### src/hw/rtl/srmv_pkg.sv
// Package for the serial receive majority-vote core.
// Holds the configuration and result types, register indexes and reset values.
// No dependencies.
`default_nettype none

package srmv_pkg;

  localparam int CFG_INDEX_W = 3;
  localparam int CFG_DATA_W  = 16;

  typedef enum logic [CFG_INDEX_W-1:0] {
    REG_TIMEOUT_LIMIT    = 3'd0,
    REG_FRAME_LENGTH     = 3'd1,
    REG_FIRST_BIT_SAMPLE = 3'd2,
    REG_SAMPLES_PER_BIT  = 3'd3,
    REG_VOTE_THRESHOLD   = 3'd4
  } reg_index_t;

  localparam logic [15:0] TIMEOUT_LIMIT_RST    = 16'd10000;
  localparam logic [7:0]  FRAME_LENGTH_RST     = 8'd117;
  localparam logic [6:0]  FIRST_BIT_SAMPLE_RST = 7'd12;
  localparam logic [3:0]  SAMPLES_PER_BIT_RST  = 4'd10;
  localparam logic [3:0]  VOTE_THRESHOLD_RST   = 4'd4;

  typedef struct packed {
    logic [15:0] timeout_limit;
    logic [7:0]  frame_length;
    logic [6:0]  first_bit_sample;
    logic [3:0]  samples_per_bit;
    logic [3:0]  vote_threshold;
  } cfg_t;

  typedef struct packed {
    logic       timed_out;
    logic [7:0] byte_value;
  } result_t;

endpackage

`default_nettype wire

### src/hw/rtl/serial_rx_majority_vote_core.sv
// Serial receive core with majority-vote bit recovery over oversampled line ticks.
// One line sample per request on the input stream; one result request per byte or timeout.
// The input stream carries one sample per request; s_axis_tdata[0] is the line level.
// The output stream carries the received byte on m_axis_tdata and the timeout flag
// on m_axis_tuser; a timeout result has data zero.
// Configuration is written through cfg_valid/cfg_ready/cfg_index/cfg_data; the user
// must write it only while idle, as the block does not enforce this. cfg_ready is
// always high and indexes past the register list are ignored.
// Throughput: one sample per cycle while s_axis_tready is high.
// The output register is backed by a one-entry skid buffer, so samples keep flowing
// while a result waits; s_axis_tready drops only when both entries are full.
// Reset (rst, synchronous) loads the default configuration, returns the sampler to
// idle with cleared counters and empties both output entries.
`default_nettype none

module serial_rx_majority_vote_core
  import srmv_pkg::*;
#(
  parameter int DATA_BITS = 8
) (
  input  wire logic                   clk,
  input  wire logic                   rst,
  input  wire logic                   s_axis_tvalid,
  output logic                        s_axis_tready,
  input  wire logic [7:0]             s_axis_tdata,   // [0] line_level, [7:1] zero
  output logic                        m_axis_tvalid,
  input  wire logic                   m_axis_tready,
  output logic [7:0]                  m_axis_tdata,   // [7:0] byte_value
  output logic                        m_axis_tuser,   // [0] timed_out
  input  wire logic                   cfg_valid,
  output logic                        cfg_ready,
  input  wire logic [CFG_INDEX_W-1:0] cfg_index,
  input  wire logic [CFG_DATA_W-1:0]  cfg_data
);

  cfg_t    cfg;
  logic    step;
  logic    res_valid;
  result_t res;
  logic    out_valid, skid_valid;
  result_t out_res, skid_res;

  assign cfg_ready = 1'b1;

  always_ff @(posedge clk) begin
    if (rst) begin
      cfg.timeout_limit    <= TIMEOUT_LIMIT_RST;
      cfg.frame_length     <= FRAME_LENGTH_RST;
      cfg.first_bit_sample <= FIRST_BIT_SAMPLE_RST;
      cfg.samples_per_bit  <= SAMPLES_PER_BIT_RST;
      cfg.vote_threshold   <= VOTE_THRESHOLD_RST;
    end else if (cfg_valid) begin
      case (cfg_index)
        REG_TIMEOUT_LIMIT:    cfg.timeout_limit    <= cfg_data;
        REG_FRAME_LENGTH:     cfg.frame_length     <= cfg_data[7:0];
        REG_FIRST_BIT_SAMPLE: cfg.first_bit_sample <= cfg_data[6:0];
        REG_SAMPLES_PER_BIT:  cfg.samples_per_bit  <= cfg_data[3:0];
        REG_VOTE_THRESHOLD:   cfg.vote_threshold   <= cfg_data[3:0];
        default: ;
      endcase
    end
  end

  assign s_axis_tready = !skid_valid;
  assign step          = s_axis_tvalid && s_axis_tready;

  srmv_sampler #(
    .DATA_BITS (DATA_BITS)
  ) u_sampler (
    .clk        (clk),
    .rst        (rst),
    .cfg        (cfg),
    .step       (step),
    .line_level (s_axis_tdata[0]),
    .res_valid  (res_valid),
    .res        (res)
  );

  // Output register with a skid entry behind it; the skid entry is always drained first.
  always_ff @(posedge clk) begin
    if (rst) begin
      out_valid  <= 1'b0;
      skid_valid <= 1'b0;
    end else if (out_valid && !m_axis_tready) begin
      if (res_valid) begin
        skid_valid <= 1'b1;
      end
    end else if (skid_valid) begin
      out_valid  <= 1'b1;
      skid_valid <= res_valid;
    end else begin
      out_valid <= res_valid;
    end
  end

  always_ff @(posedge clk) begin
    if (out_valid && !m_axis_tready) begin
      if (res_valid) begin
        skid_res <= res;
      end
    end else if (skid_valid) begin
      out_res <= skid_res;
      if (res_valid) begin
        skid_res <= res;
      end
    end else if (res_valid) begin
      out_res <= res;
    end
  end

  assign m_axis_tvalid = out_valid;
  assign m_axis_tdata  = out_res.byte_value;
  assign m_axis_tuser  = out_res.timed_out;

  skid_behind_output: assert property (@(posedge clk) disable iff (rst)
    skid_valid |-> out_valid)
    else $error("skid entry holds a result while the output register is empty");

  skid_moves_up: assert property (@(posedge clk) disable iff (rst)
    (skid_valid && m_axis_tready) |=> (out_valid && out_res == $past(skid_res)))
    else $error("skid entry was not moved to the output register");

  stall_only_when_full: assert property (@(posedge clk) disable iff (rst)
    !s_axis_tready |-> (out_valid && skid_valid))
    else $error("input stalled with a free output entry");

  reset_empties_output: assert property (@(posedge clk)
    rst |=> !m_axis_tvalid)
    else $error("output valid after reset");

endmodule

`default_nettype wire

### src/hw/rtl/srmv_sampler.sv
// Line sampler: idle timeout counter, frame sample counter and voting windows.
// Updates its state once per accepted sample and flags a result in the same cycle.
// Depends on srmv_pkg.
`default_nettype none

module srmv_sampler
  import srmv_pkg::*;
#(
  parameter int DATA_BITS = 8
) (
  input  wire logic    clk,
  input  wire logic    rst,
  input  wire cfg_t    cfg,
  input  wire logic    step,
  input  wire logic    line_level,
  output logic         res_valid,
  output result_t      res
);

  localparam int BW = $clog2(DATA_BITS + 1);

  logic                 receiving, receiving_next;
  logic [15:0]          idle_ticks, idle_ticks_next;
  logic [7:0]           sample_index, sample_index_next;
  logic [BW-1:0]        win_bit, win_bit_next;
  logic [3:0]           win_pos, win_pos_next;
  logic [3:0]           vote_counts [DATA_BITS];
  logic [3:0]           vote_counts_next [DATA_BITS];

  logic [15:0] limit_eff;
  logic [7:0]  len_eff;
  logic [3:0]  spb_eff;
  logic [15:0] idle_inc;
  logic        in_window;
  logic        bits_left;
  logic        last_sample;
  logic [7:0]  value;

  assign limit_eff   = (cfg.timeout_limit == '0) ? 16'd1 : cfg.timeout_limit;
  assign len_eff     = (cfg.frame_length == '0) ? 8'd1 : cfg.frame_length;
  assign spb_eff     = (cfg.samples_per_bit == '0) ? 4'd1 : cfg.samples_per_bit;
  assign idle_inc    = idle_ticks + 16'd1;
  assign in_window   = sample_index >= {1'b0, cfg.first_bit_sample};
  assign bits_left   = win_bit < BW'(DATA_BITS);
  assign last_sample = ({1'b0, sample_index} + 9'd1) >= {1'b0, len_eff};

  always_comb begin
    receiving_next    = receiving;
    idle_ticks_next   = idle_ticks;
    sample_index_next = sample_index;
    win_bit_next      = win_bit;
    win_pos_next      = win_pos;
    vote_counts_next  = vote_counts;
    res_valid         = 1'b0;
    res               = '0;
    value             = '0;

    if (!receiving) begin
      if (!line_level) begin
        receiving_next    = 1'b1;
        sample_index_next = '0;
        idle_ticks_next   = '0;
        win_bit_next      = '0;
        win_pos_next      = '0;
      end else if (idle_inc >= limit_eff) begin
        idle_ticks_next = '0;
        res_valid       = 1'b1;
        res.timed_out   = 1'b1;
      end else begin
        idle_ticks_next = idle_inc;
      end
    end else begin
      // The window position walks with the sample index once the first window opens.
      if (in_window && bits_left) begin
        for (int b = 0; b < DATA_BITS; b++) begin
          if (line_level && win_bit == BW'(b) && vote_counts[b] != 4'd15) begin
            vote_counts_next[b] = vote_counts[b] + 4'd1;
          end
        end
        if (win_pos == spb_eff - 4'd1) begin
          win_pos_next = '0;
          win_bit_next = win_bit + BW'(1);
        end else begin
          win_pos_next = win_pos + 4'd1;
        end
      end

      if (last_sample) begin
        for (int b = 0; b < DATA_BITS; b++) begin
          if (b < 8 && vote_counts_next[b] > cfg.vote_threshold) begin
            value[b] = 1'b1;
          end
        end
        for (int b = 0; b < DATA_BITS; b++) begin
          vote_counts_next[b] = '0;
        end
        receiving_next    = 1'b0;
        sample_index_next = '0;
        idle_ticks_next   = '0;
        res_valid         = 1'b1;
        res.byte_value    = value;
      end else begin
        sample_index_next = sample_index + 8'd1;
      end
    end

    if (!step) begin
      res_valid = 1'b0;
    end
  end

  always_ff @(posedge clk) begin
    if (rst) begin
      receiving    <= 1'b0;
      idle_ticks   <= '0;
      sample_index <= '0;
      win_bit      <= '0;
      win_pos      <= '0;
      for (int b = 0; b < DATA_BITS; b++) begin
        vote_counts[b] <= '0;
      end
    end else if (step) begin
      receiving    <= receiving_next;
      idle_ticks   <= idle_ticks_next;
      sample_index <= sample_index_next;
      win_bit      <= win_bit_next;
      win_pos      <= win_pos_next;
      vote_counts  <= vote_counts_next;
    end
  end

  window_in_range: assert property (@(posedge clk) disable iff (rst)
    win_bit <= BW'(DATA_BITS))
    else $error("voting window index ran past the data bits");

  idle_counter_quiet: assert property (@(posedge clk) disable iff (rst)
    receiving |-> idle_ticks == '0)
    else $error("idle counter moved during a frame");

  no_timeout_in_frame: assert property (@(posedge clk) disable iff (rst)
    (res_valid && receiving) |-> !res.timed_out)
    else $error("timeout result raised inside a frame");

endmodule

`default_nettype wire
### config.mk
export PLATFORM = sky130hd
export DESIGN_NAME = serial_rx_majority_vote_core
export DESIGN_NICKNAME = d
export VERILOG_FILES = /design/src/hw/rtl/srmv_pkg.sv /design/src/hw/rtl/serial_rx_majority_vote_core.sv /design/src/hw/rtl/srmv_sampler.sv
export SDC_FILE = /design/constraint.sdc
export NUM_CORES = 1
export LEC_CHECK = 0
export ABC_AREA = 1
export CORE_ASPECT_RATIO = 0.75
export CORE_UTILIZATION = 60
export CTS_CLUSTER_SIZE = 24
export DETAILED_ROUTE_END_ITERATION = 7
export DONT_BUFFER_PORTS = 1
export PLACE_DENSITY = 0.76
export SLEW_MARGIN = 10
export SYNTH_ARGS = -nofsm -noshare
export SYNTH_HDL_FRONTEND = slang
export SYNTH_SLANG_ARGS = --single-unit
### constraint.sdc
create_clock -name clk -period 8.2 [get_ports clk]
set_input_delay 1.64 -clock clk [delete_from_list [all_inputs] [get_ports clk]]
set_output_delay 1.64 -clock clk [all_outputs]
set_load 0.05 [all_outputs]
==> results of run 1 <==
## power breakdown
| group | leakage [nW] | total (mW) | switching (mW) | internal [mW] |
|---|---|---|---|---|
| sequential | 1.01 | 0.637 | 0.0113 | 0.626 |
| clock | 0.267 | 0.738 | 0.293 | 0.445 |
| combinational | 3.00 | 0.0860 | 0.0603 | 0.0257 |
## worst reg2reg max path, delay by kind of cell (launching register included)
| kind | cells | cell delay [ns] |
|---|---|---|
| flops | 1 | 0.44 |
| simple gates | 10 | 2.04 |
| xor+xnor | 1 | 0.22 |
| buf+inv | 2 | 0.50 |
| compound gates | 1 | 0.16 |
| fa+ha+maj | 2 | 0.50 |
## final cells by class
cell class | count | area, um^2
well taps | 171 | 214
repair buffers | 4 | 30.0
multi-input cells | 821 | 4630
inverters | 183 | 687
clock inverters | 15 | 151
clock buffers | 17 | 425
flip-flops and latches | 124 | 2660
fillers | 1120 | 4350
## state kept, by name, indices dropped and copies added, names as in the netlist
signal,count
u_sampler.win_pos,4
m_axis_tdata,8
u_sampler.idle_ticks,16
skid_valid,1
u_sampler.vote_counts,32
u_sampler.receiving,1
m_axis_tvalid,1
u_sampler.sample_index,8
skid_res,9
cfg,39
m_axis_tuser,1
u_sampler.win_bit,4
## layer usage
metal / vias up / wire length (um)
met5: - / 0
met4: 0 / 170
met3: 13 / 1060
met2: 186 / 7910
met1: 3253 / 9610
li1: 3769 / -
## worst paths after layout
| kind | from | endpoint | slack, ns | depth (start not counted) |
|---|---|---|---|---|
| setup / recovery | u_sampler.sample_index[0]$_SDFFE_PP0P_ | u_sampler.vote_counts[4]$_SDFFE_PP0P_ | 4.26 | 16 |
| hold / removal | u_sampler.idle_ticks[15]$_SDFFE_PP0P_ | u_sampler.idle_ticks[15]$_SDFFE_PP0P_ | 0.47 | 2 |
| setup reg to reg | u_sampler.sample_index[0]$_SDFFE_PP0P_ | u_sampler.vote_counts[4]$_SDFFE_PP0P_ | 4.26 | 16 |
| hold reg to reg | u_sampler.idle_ticks[15]$_SDFFE_PP0P_ | u_sampler.idle_ticks[15]$_SDFFE_PP0P_ | 0.47 | 2 |
## layout by cell type, fill, tap and decap left out, drive strengths merged
master,n
nand2,303
inv,183
dfxtp,106
a21oi,104
ha,79
nand3,76
nor2,70
o21ai,67
xor2,38
nand4,23
edfxtp,18
o211ai,17
clkbuf,17
nor3,12
xnor2,8
a32o,8
clkinv,7
clkinvlp,6
nor4,5
o21a,4
buf,4
a41o,2
o21bai,2
a21o,2
bufinv,2
conb,1
## kinds of logic (layout without fill, tap and decap cells)
kind of cell    Yosys count  after routing  share of synthesized area, %
compound gates          206            206                          14.3
flops                   124            124                          32.6
other cells               1              1                        0.0459
xor+xnor                 46             46                          4.93
buf+inv                 225            219                          10.8
fa+ha+maj                79             79                          12.1
simple gates            489            489                          25.3
## stage by stage
stage / hold slack (ns) / total power, mW / setup slack (ns)
global route: 0.497 / 1.51 / 3.95
floorplan: 0.431 / 0.721 / 4.79
detailed placement: 0.451 / 0.734 / 4.35
finish: 0.471 / 1.46 / 4.26
CTS: 0.470 / 1.46 / 4.33
global placement: 0.457 / 0.732 / 4.38
==> results.tsv, run 1 <==
stage	metric	value	unit
detailed_routing	drtIter0Drc	514	
placement	place.gp.congestion	0.837	
global_route	track_usage	28.7	%
finish	fin_area	0.00880	mm^2
sta	fin_skew	0.00963	ns
logic_synthesis	synthCells	1170	
run_status	status	complete, no violations	
floorplan	placementRows	36	
power	peakVddDrop	153	uV
logic_synthesis	ys_seq_area_share	32.6	%
clocking	cts-resized-gates	0	
logic_synthesis	synthTopCellsByArea	dfxtp_1, nand2_1, ha_1	
global_route	grt_pass1_vias	6548	
logic_synthesis	synth_edf_count	18	
logic_synthesis	synth_area_leader_cell	dfxtp_1	
run	cap_viol_max_count	0	
logic_synthesis	yosysMostFrequentCell	nand2_1	
clocking	htree_levels	4	
power	p_leak	4.27	nW
global_route	grt_pass1_wl	31.4	mm
sta	period_share	48.1	%
logic_synthesis	syn-cell-area	0.00817	mm^2
floorplan	initial_core_util	62.1	%
worst_setup_path	cp_max_fo	32	
worst_setup_path	startpoint_type	flop	
sta	finalHoldViolations	0	
logic_synthesis	ys.flop_type	dfxtp_1	
detailed_routing	viasPerCell	5.41	
clocking	clock_latency	0.42	ns
worst_setup_path	slowest_stage	nand4_2	
clocking	cts_made_buffers	17	
finish	stdcell_count	1335	
placement	place_inst	1303	
logic_synthesis	synth.avg_cell_area	6.98	um^2
logic_synthesis	synth_fp_nets	1281	
sta	max_slew_margin	29.3	%
sta	finalCriticalPeriod	3.94	ns
global_route	met1_usage	41.7	%
sta	final-setup-viol-count	0	
finish	finish.utilization	66.9	%
sta	fmax	254	MHz
sta	slew_viol_final	0	
detailed_routing	wl_per_cell	14.0	um
detailed_routing	drc	0	
power	power_density	166	mW/mm^2
worst_setup_path	endpoint_kind	flop	
logic_synthesis	synth.top_cell.area_share	26.0	%
finish	num-nets-final	1262	
floorplan	core_area	0.0132	mm^2
clocking	cts_tree	done	
worst_setup_path	cp_cell_sequence	ha_1 > nand2_1 > nor2_2 > nand3_1 > xor2_1 > ha_1 > nand2_1 > inv_1 > nand3_2 > nor2_1 > nor2_2 > nand4_2 > nor2_2 > buf_4 > nand3_1 > a21oi_1	
floorplan	dieArea	0.0141	mm^2
finish	n_antenna_cell	0	
clocking	cts-root-buf	clkbuf_16	
detailed_routing	finalWirelength	18.7	mm
worst_setup_path	crit_buf_inv	2	
floorplan	chipWidth	137	um
finish	syn_to_final_growth	7.70	%
clocking	cts.path.max_buffers	2	
global_route	grt_util_met3	4.87	%
logic_synthesis	ys_ff_latch	124	
global_route	use_met2	43.5	%
placement	dpl-instance-area	0.00822	mm^2
placement	hpwl	13.1	mm
logic_synthesis	yosys_warnings	0	
global_route	antenna_found_initial	0	
detailed_routing	ant_nets	0	
worst_setup_path	crit_top_cell	nor2_2	
sta	setup_tns	0	ns
detailed_routing	vias	7221	
clocking	postCtsSetupBuffers	0	
worst_setup_path	path_class	flop to flop	
clocking	clk_pin_slew_worst_paths	0.06	ns
worst_setup_path	crit_required	8.55	ns
global_route	busiest_layer	met2	
clocking	hold_buffers	0	
clocking	clock_sinks	124	
worst_setup_path	critical-path-top-delay-family	simple AND/OR/NAND/NOR gates	
logic_synthesis	async_reset_ff_share	0	%
logic_synthesis	synth_cell_types	34	
detailed_routing	first_pass_iters	5	
floorplan	design.portCount	44	
min_path	min_path_type	flop to flop	
worst_setup_path	cpPeakStageDelay	0.60	ns
global_route	grt_overflow	0	
floorplan	die_y	103	um
worst_setup_path	worstPathArrival	4.29	ns
logic_synthesis	synth_common_cells	nand2_1, inv_1, dfxtp_1	
finish	drive_gt1_share	4.90	%
sta	rsz0062_at_grt	no	
sta	worst_slew_pin_slew	1.06	ns
placement	portBuffers	0	
global_route	grt_max_degree	63	
Note: power is estimated with default switching activity, not from simulation.
==> run 2, diff against run 1 <==
Settings changed: CORE_UTILIZATION 60 to 59, PLACE_DENSITY 0.76 to 0.78.
Clock period 8.2 ns to 3.2 ns, I/O delays scaled along.
==> results.tsv, run 2 (synthesis results as in run 1) <==
stage	metric	value	unit	change
min_path	min_path_type	input port to flop		
power	p_sw_share	26.6	%	+1.6 points
floorplan	chipWidth	138	um	+0.83%
worst_setup_path	endpoint_kind	flop		
clocking	postCtsSetupBuffers	0		unchanged
sta	final-setup-viol-count	0		unchanged
detailed_routing	vias	7530		+4.3%
global_route	grt_pass1_vias	6866		+4.9%
floorplan	placementRows	36		unchanged
sta	max_slew_margin	57.1	%	+28 points
finish	regMostFlops	cfg		
detailed_routing	drc	0		unchanged
worst_setup_path	r2r_start	u_sampler.sample_index[0]$_SDFFE_PP0P_		
clocking	cts_made_buffers	17		unchanged
floorplan	design.portCount	44		unchanged
power	switchingPower	1.00	mW	+180%
power	p_leak	4.42	nW	+3.4%
sta	fin_skew	0.0157	ns	+0.00610 ns
clocking	clock_sinks	124		unchanged
detailed_routing	wl_per_cell	14.8	um	+5.5%
detailed_routing	ant_nets	0		unchanged
sta	fmax	330	MHz	+30%
worst_setup_path	cp_max_fo	18		-44%
clocking	clk_pin_slew_worst_paths	0.06	ns	about the same
finish	stdcell_count	1350		+1.1%
sta	worst_slew_pin_slew	0.642	ns	-0.418 ns
floorplan	dieArea	0.0143	mm^2	+1.7%
detailed_routing	first_pass_iters	5		unchanged
detailed_routing	finalWirelength	20.0	mm	+6.7%
worst_setup_path	worstPathArrival	3.22	ns	-1.07 ns
sta	finalHoldViolations	0		unchanged
power	power_density	418	mW/mm^2	+150%
placement	portBuffers	0		unchanged
power	pwr-share-clk	50.6	%	about the same
min_path	hp-start	rst		
detailed_routing	viasPerCell	5.58		+3.1%
run_status	status	complete, no violations		
finish	syn_to_final_growth	10.6	%	
finish	fill_cells	1130		+0.89%
finish	n_antenna_cell	0		unchanged
clocking	cts-resized-gates	0		unchanged
worst_setup_path	startpoint_type	flop		
floorplan	die_y	104	um	+0.83%
clocking	htree_levels	4		unchanged
global_route	grt_max_degree	63		unchanged
clocking	hold_buffers	0		unchanged
worst_setup_path	startpoint	u_sampler.sample_index[0]$_SDFFE_PP0P_		
sta	finalCriticalPeriod	3.03	ns	-0.913 ns
global_route	grt_overflow	0		unchanged
clocking	cts_tree	done		
finish	top_regs	cfg (39), u_sampler.vote_counts (32), u_sampler.idle_ticks (16)		
placement	hpwl	13.1	mm	+0.29%
detailed_routing	drtIter0Drc	474		-7.8%
placement	place.gp.congestion	0.873		+4.3%
global_route	antenna_found_initial	0		unchanged
global_route	grt_pass1_wl	32.9	mm	+4.7%
sta	setup_tns	0	ns	unchanged
power	intPower	2.77	mW	+150%
global_route	track_usage	29.0	%	+0.30 points
finish	num-nets-final	1277		+1.2%
worst_setup_path	ff2ff_setup_slack	0.17	ns	-4.09 ns
clocking	cts-root-buf	clkbuf_16		
finish	final_common_cell	nand2_1		
run	cap_viol_max_count	0		unchanged
sta	period_share	94.7	%	+47 points
power	peakVddDrop	398	uV	+160%
worst_setup_path	path_class	flop to flop		
power	p_seq_share	43.2	%	-0.4 points
power	pwr-share-comb	6.2	%	+0.3 points
worst_setup_path	crit_path_end	m_axis_tdata[6]$_DFFE_PP_		
clocking	cts.path.max_buffers	2		unchanged
floorplan	core_area	0.0132	mm^2	+0.69%
floorplan	initial_core_util	61.7	%	-0.42 points
worst_setup_path	crit_required	3.39	ns	-5.16 ns
worst_setup_path	r2r_cells	21		+5
finish	largest_register_ffs	39		unchanged
worst_setup_path	r2r-end	m_axis_tdata[6]$_DFFE_PP_		
finish	drive_gt1_share	7.29	%	+2.4 points
finish	final_cell_mix	nand2_1, inv_1, dfxtp_1		
sta	slew_viol_final	0		unchanged
placement	place_inst	1316		+1.0%
clocking	clock_latency	0.44	ns	+0.02 ns
finish	finish.utilization	68.2	%	+1.3 points
[run 2: stage by stage]
step | instance area, um^2 | power [mW] | hold slack, ns | worst slack [ns]
after floorplan | 8170 | 1.85 | 0.431 | 0.206
after detailed placement | 8360 | 1.89 | 0.459 | 0.0527
after global placement | 8360 | 1.88 | 0.455 | 0.0669
final | 9030 | 3.78 | 0.282 | 0.171
after global routing | 9030 | 3.88 | 0.269 | -0.0660
after CTS | 8940 | 3.78 | 0.266 | 0.0307
[run 2: layout make-up]
type	count	area, um^2	area share (%)
Timing Repair Buffer	19	201	2.23
Inverter	183	687	7.60
Clock buffer	17	425	4.71
Clock inverter	15	156	1.73
Multi-Input combinational cell	821	4680	51.8
Sequential cell	124	2670	29.5
Tap cell	171	214	2.37
[run 2: critical path, cell delays in order (launching register included)]
cell	delay [ns]
dfxtp_1	0.36
inv_1	0.06
ha_1	0.27
inv_1	0.05
a21oi_1	0.05
o21bai_1	0.12
nand2_1	0.09
nand2_1	0.07
nand2_1	0.10
nand2_2	0.19
buf_12	0.19
nand2_1	0.07
nand2_1	0.06
inv_1	0.07
ha_1	0.30
inv_1	0.06
nor2_1	0.03
o21ai_0	0.18
a32o_1	0.27
nor2_2	0.08
nand2_1	0.06
nand2_1	0.05
[run 2: worst min-delay path by stage]
stage	end	slack, ns	depth (start not counted)
after floorplan	cfg[15]$_SDFFE_PP1P_	0.43	2
after global placement	cfg[12]$_SDFFE_PP0P_	0.45	2
after detailed placement	cfg[13]$_SDFFE_PP0P_	0.46	2
after CTS	u_sampler.idle_ticks[13]$_SDFFE_PP0P_	0.27	1
after global routing	u_sampler.idle_ticks[10]$_SDFFE_PP0P_	0.27	1
final	u_sampler.idle_ticks[9]$_SDFFE_PP0P_	0.28	1
[run 2: per-layer routing]
layer,wire (um),up-vias,global-route usage (%)
met5,0,-,0
met4,274,0,9.47
met3,1230,23,5.41
met2,8930,206,43.5
met1,9580,3497,41.6
li1,-,3804,-
[run 2: power groups by stage]
stage | combinational [mW] | clock, mW | sequential, mW
floorplan | 0.188 | 0 | 1.66
global placement | 0.219 | 0 | 1.66
detailed placement | 0.226 | 0 | 1.66
CTS | 0.229 | 1.92 | 1.63
global route | 0.265 | 1.98 | 1.63
finish | 0.234 | 1.91 | 1.63
